===== config.mk =====
export PLATFORM = sky130hd
export DESIGN_NAME = pose_to_joint_slew_limiter_top
export DESIGN_NICKNAME = d
export VERILOG_FILES = /design/src/rtl/ptjsl_pkg.sv /design/src/rtl/ptjsl_ctrl.sv /design/src/rtl/ptjsl_dp.sv /design/src/rtl/pose_to_joint_slew_limiter_top.sv
export SDC_FILE = /design/constraint.sdc
export NUM_CORES = 2
export LEC_CHECK = 0
export ABC_AREA = 1
export BUFFER_PORTS_ARGS = -buffer_cell sky130_fd_sc_hd__buf_4
export CORE_MARGIN = 2
export CORE_UTILIZATION = 30
export DETAILED_ROUTE_END_ITERATION = 8
export PLACE_DENSITY = 0.45
export REMOVE_ABC_BUFFERS = 1
export SYNTH_ARGS = -nofsm -noshare
export SYNTH_HDL_FRONTEND = slang
export SYNTH_SLANG_ARGS = --single-unit
export TNS_END_PERCENT = 50

===== constraint.sdc =====
create_clock -name i_clk -period 31.4 [get_ports i_clk]
set_input_delay 3.14 -clock i_clk [delete_from_list [all_inputs] [get_ports i_clk]]
set_output_delay 3.14 -clock i_clk [all_outputs]
set_load 0.01 [all_outputs]

===== src/rtl/ptjsl_pkg.sv =====
// ----------------------------------------------------------------------------
// ptjsl_pkg
// Shared constants, command types and arithmetic helpers for the pose to
// joint slew limiter.
// ----------------------------------------------------------------------------
package ptjsl_pkg;

    localparam int FRAC_BITS    = 12;
    localparam int CORDIC_STEPS = 14;
    localparam int GUARD_BITS   = 14;
    localparam int CNT_W        = 5;
    localparam int NUM_JOINTS   = 6;
    localparam int HYP_SHIFT    = GUARD_BITS + 30;
    localparam int ANG_SHIFT    = 30 - FRAC_BITS;

    localparam int C_0P8  = (8 * (2 ** (FRAC_BITS + 1)) + 10) / 20;
    localparam int C_0P9  = (9 * (2 ** (FRAC_BITS + 1)) + 10) / 20;
    localparam int C_2P2  = (22 * (2 ** (FRAC_BITS + 1)) + 10) / 20;
    localparam int C_0P5  = (5 * (2 ** (FRAC_BITS + 1)) + 10) / 20;
    localparam int C_1P2  = (12 * (2 ** (FRAC_BITS + 1)) + 10) / 20;
    localparam int C_0P6  = (6 * (2 ** (FRAC_BITS + 1)) + 10) / 20;
    localparam int C_2P5  = (25 * (2 ** (FRAC_BITS + 1)) + 10) / 20;
    localparam int C_1P57 = (157 * (2 ** (FRAC_BITS + 1)) + 100) / 200;
    localparam int C_0P3  = (3 * (2 ** (FRAC_BITS + 1)) + 10) / 20;
    localparam int C_0P25 = (25 * (2 ** (FRAC_BITS + 1)) + 100) / 200;
    localparam int C_1P0  = 2 ** FRAC_BITS;
    localparam int C_1P8  = (18 * (2 ** (FRAC_BITS + 1)) + 10) / 20;
    localparam int C_1P6  = (16 * (2 ** (FRAC_BITS + 1)) + 10) / 20;

    localparam logic signed [31:0] HYP_GAIN = 32'sd521626299;
    localparam logic signed [33:0] HALF_PI  = 34'sd1686629713;

    localparam logic [30:0] NSEC_WRAP  = 31'd1000000000;
    localparam logic [30:0] NSEC_WRAP2 = 31'd2000000000;
    localparam logic [29:0] NSEC_MAX   = 30'd999999999;
    localparam logic [32:0] SEC_MAX    = 33'd2147483647;

    localparam logic [1:0] REG_STEP_LIMIT = 2'd0;
    localparam logic [1:0] REG_STEP_SEC   = 2'd1;
    localparam logic [1:0] REG_STEP_NSEC  = 2'd2;

    typedef struct packed {
        logic             load;
        logic             cord;
        logic             mul;
        logic             lim;
        logic             tstep;
        logic             oload;
        logic [CNT_W-1:0] idx;
    } t_cmd;

    function automatic logic signed [15:0] home_joint(input logic [2:0] j);
        logic signed [15:0] v;
        case (j)
            3'd1:    v = -16'(C_1P2);
            3'd2:    v = 16'(C_1P8);
            3'd3:    v = -16'(C_1P6);
            3'd4:    v = -16'(C_1P57);
            default: v = 16'sd0;
        endcase
        return v;
    endfunction

    function automatic logic signed [33:0] atan_q30(input logic [CNT_W-1:0] i);
        logic signed [33:0] v;
        case (i)
            5'd0:    v = 34'sd843314857;
            5'd1:    v = 34'sd497837829;
            5'd2:    v = 34'sd263043837;
            5'd3:    v = 34'sd133525159;
            5'd4:    v = 34'sd67021687;
            5'd5:    v = 34'sd33543516;
            5'd6:    v = 34'sd16775851;
            5'd7:    v = 34'sd8388437;
            5'd8:    v = 34'sd4194283;
            5'd9:    v = 34'sd2097149;
            5'd10:   v = 34'sd1048576;
            5'd11:   v = 34'sd524288;
            5'd12:   v = 34'sd262144;
            5'd13:   v = 34'sd131072;
            5'd14:   v = 34'sd65536;
            5'd15:   v = 34'sd32768;
            5'd16:   v = 34'sd16384;
            5'd17:   v = 34'sd8192;
            5'd18:   v = 34'sd4096;
            5'd19:   v = 34'sd2048;
            5'd20:   v = 34'sd1024;
            5'd21:   v = 34'sd512;
            5'd22:   v = 34'sd256;
            5'd23:   v = 34'sd128;
            default: v = 34'sd0;
        endcase
        return v;
    endfunction

    // Rounds to nearest with ties away from zero.
    function automatic logic signed [63:0] round_shift(input logic signed [63:0] v,
                                                       input logic [5:0] s);
        logic signed [63:0] half;
        half = 64'sd1 <<< (s - 6'd1);
        if (v >= 0) begin
            return (v + half) >>> s;
        end
        return (v + half - 64'sd1) >>> s;
    endfunction

    function automatic logic signed [19:0] clamp20(input logic signed [19:0] v,
                                                   input logic signed [19:0] lo,
                                                   input logic signed [19:0] hi);
        if (v < lo) begin
            return lo;
        end
        if (v > hi) begin
            return hi;
        end
        return v;
    endfunction

endpackage


===== src/rtl/ptjsl_ctrl.sv =====
// ----------------------------------------------------------------------------
// ptjsl_ctrl
// Sequencer: accepts an item, runs the CORDIC iterations, then a multiply and
// a limit step per joint, advances the time and hands the result out.
// ----------------------------------------------------------------------------
module ptjsl_ctrl (
    input  logic            i_clk,
    input  logic            i_rst_n,
    input  logic            i_s_tvalid,
    output logic            o_s_tready,
    output logic            o_m_tvalid,
    input  logic            i_m_tready,
    output ptjsl_pkg::t_cmd o_cmd
);

    localparam logic [2:0] ST_IDLE = 3'd0;
    localparam logic [2:0] ST_CORD = 3'd1;
    localparam logic [2:0] ST_MUL  = 3'd2;
    localparam logic [2:0] ST_LIM  = 3'd3;
    localparam logic [2:0] ST_TIME = 3'd4;
    localparam logic [2:0] ST_OUT  = 3'd5;

    logic [2:0]                 r_state, n_state;
    logic [ptjsl_pkg::CNT_W-1:0] r_cnt, n_cnt;
    logic                       r_valid, n_valid;
    logic                       w_take;

    assign o_s_tready = (r_state == ST_IDLE);
    assign o_m_tvalid = r_valid;
    assign w_take     = (r_state == ST_OUT) && (!r_valid || i_m_tready);

    always_comb begin
        n_state = r_state;
        n_cnt   = r_cnt;
        n_valid = r_valid;
        if (r_valid && i_m_tready) begin
            n_valid = 1'b0;
        end
        o_cmd       = '0;
        o_cmd.idx   = r_cnt;
        case (r_state)
            ST_IDLE: begin
                if (i_s_tvalid) begin
                    o_cmd.load = 1'b1;
                    n_cnt      = '0;
                    n_state    = ST_CORD;
                end
            end
            ST_CORD: begin
                o_cmd.cord = 1'b1;
                if (r_cnt == ptjsl_pkg::CNT_W'(ptjsl_pkg::CORDIC_STEPS - 1)) begin
                    n_cnt   = '0;
                    n_state = ST_MUL;
                end else begin
                    n_cnt = r_cnt + 1'b1;
                end
            end
            ST_MUL: begin
                o_cmd.mul = 1'b1;
                n_state   = ST_LIM;
            end
            ST_LIM: begin
                o_cmd.lim = 1'b1;
                if (r_cnt == ptjsl_pkg::CNT_W'(ptjsl_pkg::NUM_JOINTS - 1)) begin
                    n_state = ST_TIME;
                end else begin
                    n_cnt   = r_cnt + 1'b1;
                    n_state = ST_MUL;
                end
            end
            ST_TIME: begin
                o_cmd.tstep = 1'b1;
                n_state     = ST_OUT;
            end
            ST_OUT: begin
                if (w_take) begin
                    o_cmd.oload = 1'b1;
                    n_valid     = 1'b1;
                    n_state     = ST_IDLE;
                end
            end
            default: begin
                n_state = ST_IDLE;
            end
        endcase
    end

    always_ff @(posedge i_clk) begin
        if (!i_rst_n) begin
            r_state <= ST_IDLE;
            r_cnt   <= '0;
            r_valid <= 1'b0;
        end else begin
            r_state <= n_state;
            r_cnt   <= n_cnt;
            r_valid <= n_valid;
        end
    end

endmodule


===== src/rtl/ptjsl_dp.sv =====
// ----------------------------------------------------------------------------
// ptjsl_dp
// Datapath: configuration registers, CORDIC vectoring unit, shared multiplier,
// joint clamp and slew limit, joint history, limit count and timestamp.
// ----------------------------------------------------------------------------
module ptjsl_dp (
    input  logic            i_clk,
    input  logic            i_rst_n,
    input  ptjsl_pkg::t_cmd i_cmd,
    input  logic            i_cfg_valid,
    input  logic [1:0]      i_cfg_index,
    input  logic [31:0]     i_cfg_data,
    input  logic            i_first_pose,
    input  logic [47:0]     i_pos,
    output logic [175:0]    o_tdata,
    output logic            o_tuser
);

    logic [14:0] r_step_limit;
    logic [15:0] r_step_sec;
    logic [29:0] r_step_nsec;

    logic signed [15:0] r_px, r_py, r_pz;
    logic               r_origin;
    logic signed [33:0] r_x, r_y, r_z;
    logic signed [63:0] r_prod;
    logic signed [15:0] r_joint [ptjsl_pkg::NUM_JOINTS];
    logic               r_any;
    logic [15:0]        r_total;
    logic [30:0]        r_sec;
    logic [29:0]        r_nsec;
    logic [175:0]       r_odata;
    logic               r_ouser;

    logic signed [15:0] w_px, w_py, w_pz;
    logic signed [33:0] w_x0, w_y0, w_ix, w_iy, w_iz;
    logic signed [33:0] w_dx, w_dy;
    logic signed [31:0] w_ma, w_mb;
    logic signed [63:0] w_rv64;
    logic signed [19:0] w_rv, w_tgt, w_sat, w_prev, w_ms, w_d, w_q;
    logic               w_lim;
    logic [2:0]         w_j;
    logic [30:0]        w_ns0;
    logic [32:0]        w_sec0;
    logic [29:0]        w_ns;
    logic [32:0]        w_sec;

    assign w_px = i_pos[15:0];
    assign w_py = i_pos[31:16];
    assign w_pz = i_pos[47:32];
    assign w_j  = i_cmd.idx[2:0];

    always_ff @(posedge i_clk) begin
        if (!i_rst_n) begin
            r_step_limit <= 15'd410;
            r_step_sec   <= 16'd0;
            r_step_nsec  <= 30'd100000000;
        end else if (i_cfg_valid) begin
            case (i_cfg_index)
                ptjsl_pkg::REG_STEP_LIMIT: r_step_limit <= i_cfg_data[14:0];
                ptjsl_pkg::REG_STEP_SEC:   r_step_sec   <= i_cfg_data[15:0];
                ptjsl_pkg::REG_STEP_NSEC:  r_step_nsec  <= i_cfg_data[29:0];
                default: begin
                end
            endcase
        end
    end

    // The left half plane is rotated by a quarter turn before the iterations.
    always_comb begin
        w_x0 = 34'(w_px) <<< ptjsl_pkg::GUARD_BITS;
        w_y0 = 34'(w_py) <<< ptjsl_pkg::GUARD_BITS;
        w_ix = w_x0;
        w_iy = w_y0;
        w_iz = '0;
        if (w_x0 < 0) begin
            if (w_y0 >= 0) begin
                w_ix = w_y0;
                w_iy = -w_x0;
                w_iz = ptjsl_pkg::HALF_PI;
            end else begin
                w_ix = -w_y0;
                w_iy = w_x0;
                w_iz = -ptjsl_pkg::HALF_PI;
            end
        end
    end

    assign w_dx = r_y >>> i_cmd.idx;
    assign w_dy = r_x >>> i_cmd.idx;

    always_ff @(posedge i_clk) begin
        if (i_cmd.load) begin
            r_px     <= w_px;
            r_py     <= w_py;
            r_pz     <= w_pz;
            r_origin <= (w_px == 16'sd0) && (w_py == 16'sd0);
            r_x      <= w_ix;
            r_y      <= w_iy;
            r_z      <= w_iz;
        end else if (i_cmd.cord) begin
            if (r_y >= 0) begin
                r_x <= r_x + w_dx;
                r_y <= r_y - w_dy;
                r_z <= r_z + ptjsl_pkg::atan_q30(i_cmd.idx);
            end else begin
                r_x <= r_x - w_dx;
                r_y <= r_y + w_dy;
                r_z <= r_z - ptjsl_pkg::atan_q30(i_cmd.idx);
            end
        end
    end

    always_comb begin
        case (w_j)
            3'd1: begin
                w_ma = 32'(r_pz);
                w_mb = 32'(ptjsl_pkg::C_0P9);
            end
            3'd2: begin
                w_ma = r_x[31:0];
                w_mb = ptjsl_pkg::HYP_GAIN;
            end
            3'd3: begin
                w_ma = 32'(r_pz);
                w_mb = 32'(ptjsl_pkg::C_0P6);
            end
            3'd4: begin
                w_ma = 32'(r_py);
                w_mb = 32'(ptjsl_pkg::C_0P3);
            end
            3'd5: begin
                w_ma = 32'(r_px);
                w_mb = 32'(ptjsl_pkg::C_0P25);
            end
            default: begin
                w_ma = '0;
                w_mb = '0;
            end
        endcase
    end

    always_ff @(posedge i_clk) begin
        if (i_cmd.mul) begin
            r_prod <= 64'(w_ma) * 64'(w_mb);
        end
    end

    always_comb begin
        case (w_j)
            3'd0:    w_rv64 = ptjsl_pkg::round_shift(64'(r_z), 6'(ptjsl_pkg::ANG_SHIFT));
            3'd2:    w_rv64 = ptjsl_pkg::round_shift(r_prod, 6'(ptjsl_pkg::HYP_SHIFT));
            default: w_rv64 = ptjsl_pkg::round_shift(r_prod, 6'(ptjsl_pkg::FRAC_BITS));
        endcase
        w_rv = w_rv64[19:0];
        case (w_j)
            3'd0: begin
                w_tgt = r_origin ? 20'sd0 : w_rv;
            end
            3'd1: begin
                w_tgt = ptjsl_pkg::clamp20(-20'(ptjsl_pkg::C_0P8) - w_rv,
                                           -20'(ptjsl_pkg::C_2P2), 20'(ptjsl_pkg::C_0P5));
            end
            3'd2: begin
                w_tgt = ptjsl_pkg::clamp20(20'(ptjsl_pkg::C_1P0) + w_rv,
                                           -20'(ptjsl_pkg::C_2P2), 20'(ptjsl_pkg::C_2P2));
            end
            3'd3: begin
                w_tgt = ptjsl_pkg::clamp20(-20'(ptjsl_pkg::C_1P2) - w_rv,
                                           -20'(ptjsl_pkg::C_2P5), 20'(ptjsl_pkg::C_0P5));
            end
            3'd4: begin
                w_tgt = ptjsl_pkg::clamp20(-20'(ptjsl_pkg::C_1P57) + w_rv,
                                           -20'(ptjsl_pkg::C_2P2), 20'(ptjsl_pkg::C_2P2));
            end
            default: begin
                w_tgt = ptjsl_pkg::clamp20(w_rv,
                                           -20'(ptjsl_pkg::C_2P2), 20'(ptjsl_pkg::C_2P2));
            end
        endcase
        w_sat  = ptjsl_pkg::clamp20(w_tgt, -20'sd32768, 20'sd32767);
        w_prev = 20'(r_joint[w_j]);
        w_ms   = 20'($signed({1'b0, r_step_limit}));
        w_d    = w_sat - w_prev;
        w_q    = w_sat;
        w_lim  = 1'b0;
        if (w_d > w_ms) begin
            w_q   = w_prev + w_ms;
            w_lim = 1'b1;
        end else if (w_d < -w_ms) begin
            w_q   = w_prev - w_ms;
            w_lim = 1'b1;
        end
    end

    always_comb begin
        w_ns0  = 31'(r_nsec) + 31'(r_step_nsec);
        w_sec0 = 33'(r_sec) + 33'(r_step_sec);
        if (w_ns0 >= ptjsl_pkg::NSEC_WRAP2) begin
            w_ns  = 30'(w_ns0 - ptjsl_pkg::NSEC_WRAP2);
            w_sec = w_sec0 + 33'd2;
        end else if (w_ns0 >= ptjsl_pkg::NSEC_WRAP) begin
            w_ns  = 30'(w_ns0 - ptjsl_pkg::NSEC_WRAP);
            w_sec = w_sec0 + 33'd1;
        end else begin
            w_ns  = w_ns0[29:0];
            w_sec = w_sec0;
        end
        if (w_sec > ptjsl_pkg::SEC_MAX) begin
            w_sec = ptjsl_pkg::SEC_MAX;
            w_ns  = ptjsl_pkg::NSEC_MAX;
        end
    end

    always_ff @(posedge i_clk) begin
        if (!i_rst_n) begin
            for (int k = 0; k < ptjsl_pkg::NUM_JOINTS; k++) begin
                r_joint[k] <= ptjsl_pkg::home_joint(3'(k));
            end
            r_total <= '0;
            r_sec   <= '0;
            r_nsec  <= '0;
            r_any   <= 1'b0;
        end else begin
            if (i_cmd.load) begin
                r_any <= 1'b0;
                if (i_first_pose) begin
                    for (int k = 0; k < ptjsl_pkg::NUM_JOINTS; k++) begin
                        r_joint[k] <= ptjsl_pkg::home_joint(3'(k));
                    end
                    r_total <= '0;
                    r_sec   <= '0;
                    r_nsec  <= '0;
                end
            end
            if (i_cmd.lim) begin
                r_joint[w_j] <= w_q[15:0];
                if (w_lim) begin
                    r_any <= 1'b1;
                end
            end
            if (i_cmd.tstep) begin
                if (r_any && (r_total != 16'hFFFF)) begin
                    r_total <= r_total + 16'd1;
                end
                r_sec  <= w_sec[30:0];
                r_nsec <= w_ns;
            end
        end
    end

    always_ff @(posedge i_clk) begin
        if (i_cmd.oload) begin
            r_odata <= {3'b000, r_nsec, r_sec, r_total, r_joint[5], r_joint[4],
                        r_joint[3], r_joint[2], r_joint[1], r_joint[0]};
            r_ouser <= r_any;
        end
    end

    assign o_tdata = r_odata;
    assign o_tuser = r_ouser;

endmodule


===== src/rtl/pose_to_joint_slew_limiter_top.sv =====
// ----------------------------------------------------------------------------
// pose_to_joint_slew_limiter_top
// Maps Cartesian positions to six slew-limited joint commands with a
// limited-point count and an accumulated timestamp.
// ----------------------------------------------------------------------------
// One item is worked at a time. Once it is accepted, it goes through CORDIC_STEPS
// vectoring steps in the single shift-add unit, a multiply step and a limit step
// for each of the six joints through the one shared multiplier, a timestamp step,
// and a step that registers the result, which waits while the last result is
// still held unaccepted. The next item is taken in the cycle after the result is
// registered, even while it waits, so no new item is accepted before the last
// one's result is registered.
module pose_to_joint_slew_limiter_top (
    input  logic          i_clk,
    input  logic          i_rst_n,
    input  logic          i_s_tvalid,
    output logic          o_s_tready,
    // pos_x, pos_y, pos_z
    input  logic [47:0]   i_s_tdata,
    // first_pose
    input  logic          i_s_tuser,
    output logic          o_m_tvalid,
    input  logic          i_m_tready,
    // joint_base, joint_shoulder, joint_elbow, joint_wrist_one, joint_wrist_two,
    // joint_wrist_three, limited_points, time_sec, time_nsec, zero fill
    output logic [175:0]  o_m_tdata,
    // step_limited
    output logic          o_m_tuser,
    input  logic          i_cfg_valid,
    output logic          o_cfg_ready,
    input  logic [1:0]    i_cfg_index,
    input  logic [31:0]   i_cfg_data
);

    ptjsl_pkg::t_cmd w_cmd;

    assign o_cfg_ready = 1'b1;

    ptjsl_ctrl u_ctrl (
        .i_clk      (i_clk),
        .i_rst_n    (i_rst_n),
        .i_s_tvalid (i_s_tvalid),
        .o_s_tready (o_s_tready),
        .o_m_tvalid (o_m_tvalid),
        .i_m_tready (i_m_tready),
        .o_cmd      (w_cmd)
    );

    ptjsl_dp u_dp (
        .i_clk        (i_clk),
        .i_rst_n      (i_rst_n),
        .i_cmd        (w_cmd),
        .i_cfg_valid  (i_cfg_valid),
        .i_cfg_index  (i_cfg_index),
        .i_cfg_data   (i_cfg_data),
        .i_first_pose (i_s_tuser),
        .i_pos        (i_s_tdata),
        .o_tdata      (o_m_tdata),
        .o_tuser      (o_m_tuser)
    );

endmodule


# After elaboration in Yosys (flattened, before gate mapping)
# Memories as Yosys holds them, arrays and structs flattened. A register that Yosys moved wholly into a read port is not among the register bits.
# Cells that the tools add are included.
[classes]
addsub = 30
n_mul = 1
n_lt_le_gt_ge = 22
eq_ne = 19
shift = 2
mux = 175
bitwise_logic = 6
reduce_logical = 25
[op_table]
columns = ["op", "n"]
rows = [
  ["34-bit two-way mux", 21],
  ["20-bit two-way mux", 31],
  ["16-bit two-way mux", 33],
  ["30-bit two-way mux", 6],
  ["29-bit one-hot mux with 5 select lines", 1],
  ["32-bit one-hot mux with 4 select lines", 1],
  ["31-bit two-way mux", 4],
  ["34-bit adder", 3],
  ["34-bit subtractor", 3],
  ["20-bit by 15-bit less-than comparator with 1-bit output (second input constant)", 5],
  ["20-bit one-hot mux with 5 select lines", 1],
  ["34-bit by 1-bit >= comparator with 1-bit output (second input constant)", 2],
  ["30-bit negation with 34-bit output", 2],
  ["34-bit by 5-bit >>> shifter with 34-bit output", 2],
  ["33-bit two-way mux", 2],
  ["64-bit by 2-bit subtractor with 64-bit output (second input constant)", 1],
  ["62-bit by 45-bit adder with 63-bit output (second input constant)", 1],
  ["62-bit by 1-bit >= comparator with 1-bit output (second input constant)", 1],
  ["32-bit by 30-bit multiplier with 62-bit output", 1],
  ["20-bit by 15-bit > comparator with 1-bit output (second input constant)", 3],
  ["30-bit subtractor (second input constant)", 2],
  ["1-bit two-way mux", 58],
  ["14-bit by 20-bit adder with 20-bit output (first input constant)", 2],
  ["20-bit by 13-bit > comparator with 1-bit output (second input constant)", 2],
  ["54 further kinds", 92],
]
[word_totals]
reg_bits = 535
ram_bits = 96
mem_bits_ro = 1920
in_bits = 88
out_inout_bits = 180
wordCells = 303
n_memories = 3
[memory_table]
columns = ["name", "words", "width", "rd", "rd_ports_with_merged_regs", "write_ports", "line", "source"]
rows = [
  ["(name not given)", 32, 30, 1, 1, 0, "ptjsl_pkg.sv:66", "case (i)"],
  ["(name not given)", 32, 30, 1, 1, 0, "ptjsl_pkg.sv:66", ""],
  ["u_dp.r_joint", 6, 16, 7, 7, 6, "ptjsl_dp.sv:27", "logic signed [15:0] r_joint [ptjsl_pkg::NUM_JOINTS];"],
]

# Longest topological paths before layout
[depth]
ltp_word = 25
ltp_mapped = 74
mapped_depth_nobuf = 71

# By module
# A second synthesis with hierarchy kept.
[hier_totals]
cells_unflattened = 10186
hier_area_um2 = 78036.1
[modules_own_cells]
columns = ["mod", "n_inst", "cells_each", "area_per_inst_um2", "seq_area_each_um2"]
rows = [
  ["ptjsl_dp", 1, 10096, 77438.0, 18247.5],
  ["ptjsl_ctrl", 1, 88, 586.8, 180.2],
  ["pose_to_joint_slew_limiter_top", 1, 2, 11.3, 0.0],
]

# Worst setup path after synthesis
# OpenSTA, ideal clock, no wires.
[synth_timing]
path_kind = "in2reg"
from = "input i_m_tready"
to = "register u_dp.r_odata[0] (netlist: o_m_tdata[0]), read port of u_dp.r_joint, enable pin"
setup_time_ns = 0.710
t_arrival_ns = 10.367
required_time_ns = 30.690
slack_ns = 20.323
path_stages = 2
n_path_buf = 0
cell_sequence = "nor2_1 -> nor2_1"
[synth_rtl]
columns = ["item", "line", "source"]
rows = [
  ["start: declaration", "pose_to_joint_slew_limiter_top.sv:23", "input logic i_m_tready,"],
  ["end: declaration", "ptjsl_dp.sv:32", "logic [175:0] r_odata;"],
]

# Worst setup path in the final report
[layout_timing]
from = "register u_ctrl.r_cnt[2] in the netlist's numbering"
to = "register u_dp.r_prod[49] (data pin)"
[layout_via]
elab_chain_len = 4
elab_cells_between_ends = 9
cone_classes = "1 x mul; 5 x eq/ne; 2 x mux; 1 x reduce/logical"
[layout_lines]
columns = ["item", "line", "source"]
rows = [
  ["start: declaration", "ptjsl_ctrl.sv:24", "logic [ptjsl_pkg::CNT_W-1:0] r_cnt, n_cnt;"],
  ["start signal: assignment", "ptjsl_ctrl.sv:95", "r_cnt <= n_cnt;"],
  ["3-bit by 1-bit equality test with 1-bit output / 3-bit by 2-bit equality test with 1-bit output (equally long branches)", "n/a", ""],
  ["2-bit OR reduction (no line)", "n/a", ""],
  ["32-bit one-hot mux with 4 select lines", "ptjsl_dp.sv:115", "case (w_j)"],
  ["32-bit by 30-bit multiplier with 62-bit output (*)", "ptjsl_dp.sv:145", "r_prod <= 64'(w_ma) * 64'(w_mb);"],
  ["end signal: assignment", "ptjsl_dp.sv:145", ""],
  ["end: declaration", "ptjsl_dp.sv:26", "logic signed [63:0] r_prod;"],
]
# Every way passes the cells marked *; elsewhere a longest branch is shown, timed or not.
# A chain may end at the register's enable or synchronous reset.

==> impl_metrics.toml <==
[outcome]
status = "finished, final reports clean"

[power_and_ir_drop]
p_leak_nw = 41.9
p_switching_mw = 3.53
clkPwrFrac_pct = 14.8
seqPwrFrac_pct = 20.1
p_comb_share_pct = 65.2
internal-power_mw = 3.16
ir_drop_v = 0.0000746
switching_share_pct = 52.7
p_per_area_nw_per_um2 = 76.6

[clock_network]
clockBufferDepth = 3
cts_buffers = 83
cts_tree = "built"
postCtsHoldBufs = 0
clock_latency_ps = 760
htreeDepth = 3
root_buffer = "clkbuf_16"
post_cts_buffers = 0
cts_sinks = 696
path_clk_slew_ps = 60
ctsResizeCount = 0

[critical_path]
cp_slowest_cell = "a21oi_1"
path_buf_inv = 10
crit_fanout = 68
r2r_start = "u_ctrl.r_cnt[2]"
crit_family = "adder cells"
startpoint = "u_ctrl.r_cnt[2]"
cpPeakStageDelay_ps = 1010
critPathKind = "reg2reg"
end_kind = "flip-flop"
cp-start-kind = "flip-flop"
worst_path_most_repeated_cell = "fa_1"
cp_data_arrival_time_ps = 13570
reg2reg_depth = 35
reg2reg_slack_ps = 18270
reg2reg_to = "u_dp.r_prod[49]"
cp.required_ps = 31840

[floorplan]
ios = 268
start_util_pct = 30.2
std_cell_rows = 187
die_x_um = 516
core-area_um2 = 260000
dieArea_um2 = 266000
die_y_um = 516

[sta]
max_freq_mhz = 76.1
hold_viol = 0
slew_headroom_pct = 15.6
finClkSkew_ps = 68.9
fin_setup_tns_ps = 0
timing.final.crit_share_pct = 41.8
min_period_ps = 13130
setup_viol = 0
finalMaxSlewViolations = 0
worst_pin_slew_ps = 1260
rsz0062_at_grt = "false"

[logic_synthesis]
syn_avg_cell_area_um2 = 7.71
synth_seq_cells = 696
synth-edff-count = 515
syn_inst = 10200
ys_warn_count = 0
synth_flop_cell = "edfxtp_1"
yosysSeqAreaShare_pct = 24.3
synth_cell_types = 78
syn_area_um2 = 78600
async_flop_share_pct = 0

[cells_and_area]
multi_input_area_um2 = 52100
fillers = 27900
seqCellArea_um2 = 19100
instances_no_fill = 13900
layout_commonest_cell = "nand2_1"
final_cell_mix = "2290 x nand2_1, 1635 x inv_1, 1060 x nor2_1, 746 x fa_1, 570 x o21ai_0"
layout.nets = 11700
syn2layout_area_growth_pct = 11.1
drive_gt1_share_pct = 7.02

[drt]
vias = 68200
drt_iter0_markers = 5243
drt-pass1-iter-count = 6
detail_route.vias_per_cell = 4.90
drc_errors = 0
ant_nets = 0
drt-total-wl_mm = 279
post_drt_wl_per_cell_um = 20.0

[hold_path]
whs_path_depth = 0
min_from = "u_dp.r_joint[0][7]"
min_to = "o_m_tdata[7]"
hp-class = "reg2reg"

[place]
hpwl_mm = 226
portBuffers = 261
routabilityCongestion = 0.916
placed_cells = 13800

[global_routing]
antenna_found_initial = 7
first_global_vias = 68500
grt_pass1_wl_mm = 423
grt.overflow.total = 0
grt_max_degree = 69
track_usage_pct = 20.7

[job]
cap_violations = 0
[metrics by stage]
| stage | util, % | cell area [um2] | hold WS [ps] | power (mW) | setup WS [ps] |
|---|---|---|---|---|---|
| finish | 33.6 | 87300 | 432 | 6.69 | 18270 |
| global route | 33.6 | 87300 | 458 | 7.33 | 17710 |
| CTS | 33.6 | 87300 | 436 | 6.73 | 18460 |
| detailed placement | 32.5 | 84600 | 433 | 5.71 | 18500 |
| global placement | 32.5 | 84600 | 436 | 5.67 | 18470 |
| floorplan | - | 77500 | 408 | 4.43 | 17810 |
[layout make-up]
| class | count | share of cell area (%) |
|---|---|---|
| antenna | 3 | 0.00860 |
| clock buffer | 104 | 2.57 |
| clock inverter | 47 | 0.605 |
| inverter | 1711 | 7.36 |
| multi-input combinational | 7525 | 59.6 |
| sequential | 696 | 21.9 |
| tap | 3496 | 5.01 |
| timing repair buffer | 343 | 2.95 |
[cell usage after synthesis, types with 43 or more instances]
library cell / number / area share (%)
nand2_1: 2291 / 11
inv_1: 1640 / 7.8
nor2_1: 1069 / 5.1
fa_1: 747 / 19
o21ai_0: 571 / 3.6
a21oi_1: 559 / 3.6
ha_1: 522 / 8.3
edfxtp_1: 515 / 20
nand3_1: 495 / 3.2
xor2_1: 274 / 3.1
dfxtp_1: 181 / 4.6
clkbuf_1: 176 / 0.84
nand4_1: 138 / 1.1
nor3_1: 105 / 0.67
xnor2_1: 86 / 0.96
o211ai_1: 57 / 0.54
nand2_2: 55 / 0.44
a31oi_1: 53 / 0.42
inv_2: 48 / 0.23
buf_2: 43 / 0.27
mux2i_1: 43 / 0.55
[layer usage]
layer	wire length (um)	vias up	track usage [%]
li1	-	33100	-
met3	13500	236	1.96
met1	130000	33100	28.9
met4	6370	0	5.07
met2	129000	1688	34.2
met5	0	-	0
[state kept, by name, summed over array words and instances (netlist names), 30 cells and up, named ones only]
signal            flops
u_dp.r_joint        128
u_dp.o_tdata         92
o_m_tdata            81
u_dp.r_prod          62
u_dp.r_x             34
u_dp.r_y             34
u_dp.r_z             34
u_dp.r_sec           31
u_dp.r_nsec          30
u_dp.r_step_nsec     30
[worst max-delay path by stage]
stage,end,slack [ps],cells after the start
CTS,u_dp.r_prod[49],18460,35
floorplan,u_dp.r_x[0],17810,11
global placement,u_dp.r_prod[53],18470,35
global route,u_dp.r_prod[49],17710,36
detailed placement,u_dp.r_prod[53],18500,35
finish,u_dp.r_prod[49],18270,35
[power by group through the flow]
stage	Sequential, mW	Clock (mW)	Combinational (mW)
after floorplan	1.32	0	3.11
after global placement	1.36	0	4.31
after detailed placement	1.36	0	4.34
after CTS	1.34	1.02	4.37
after global routing	1.36	1.06	4.92
final	1.34	0.989	4.36
[logic make-up after synthesis]
logic type / count (synthesis) / share of synthesized area (%)
buffers and inverters: 1979 / 9.62
multiplexers: 43 / 0.547
adder cells (fa/ha/maj): 1269 / 27.3
XOR/XNOR: 365 / 4.13
AND/OR/NAND/NOR: 4303 / 23.0
AO/OA/AOI/OAI: 1541 / 11.1
flip-flops: 696 / 24.3
other: 2 / 0.00955
(Power assumes the default switching activity.)
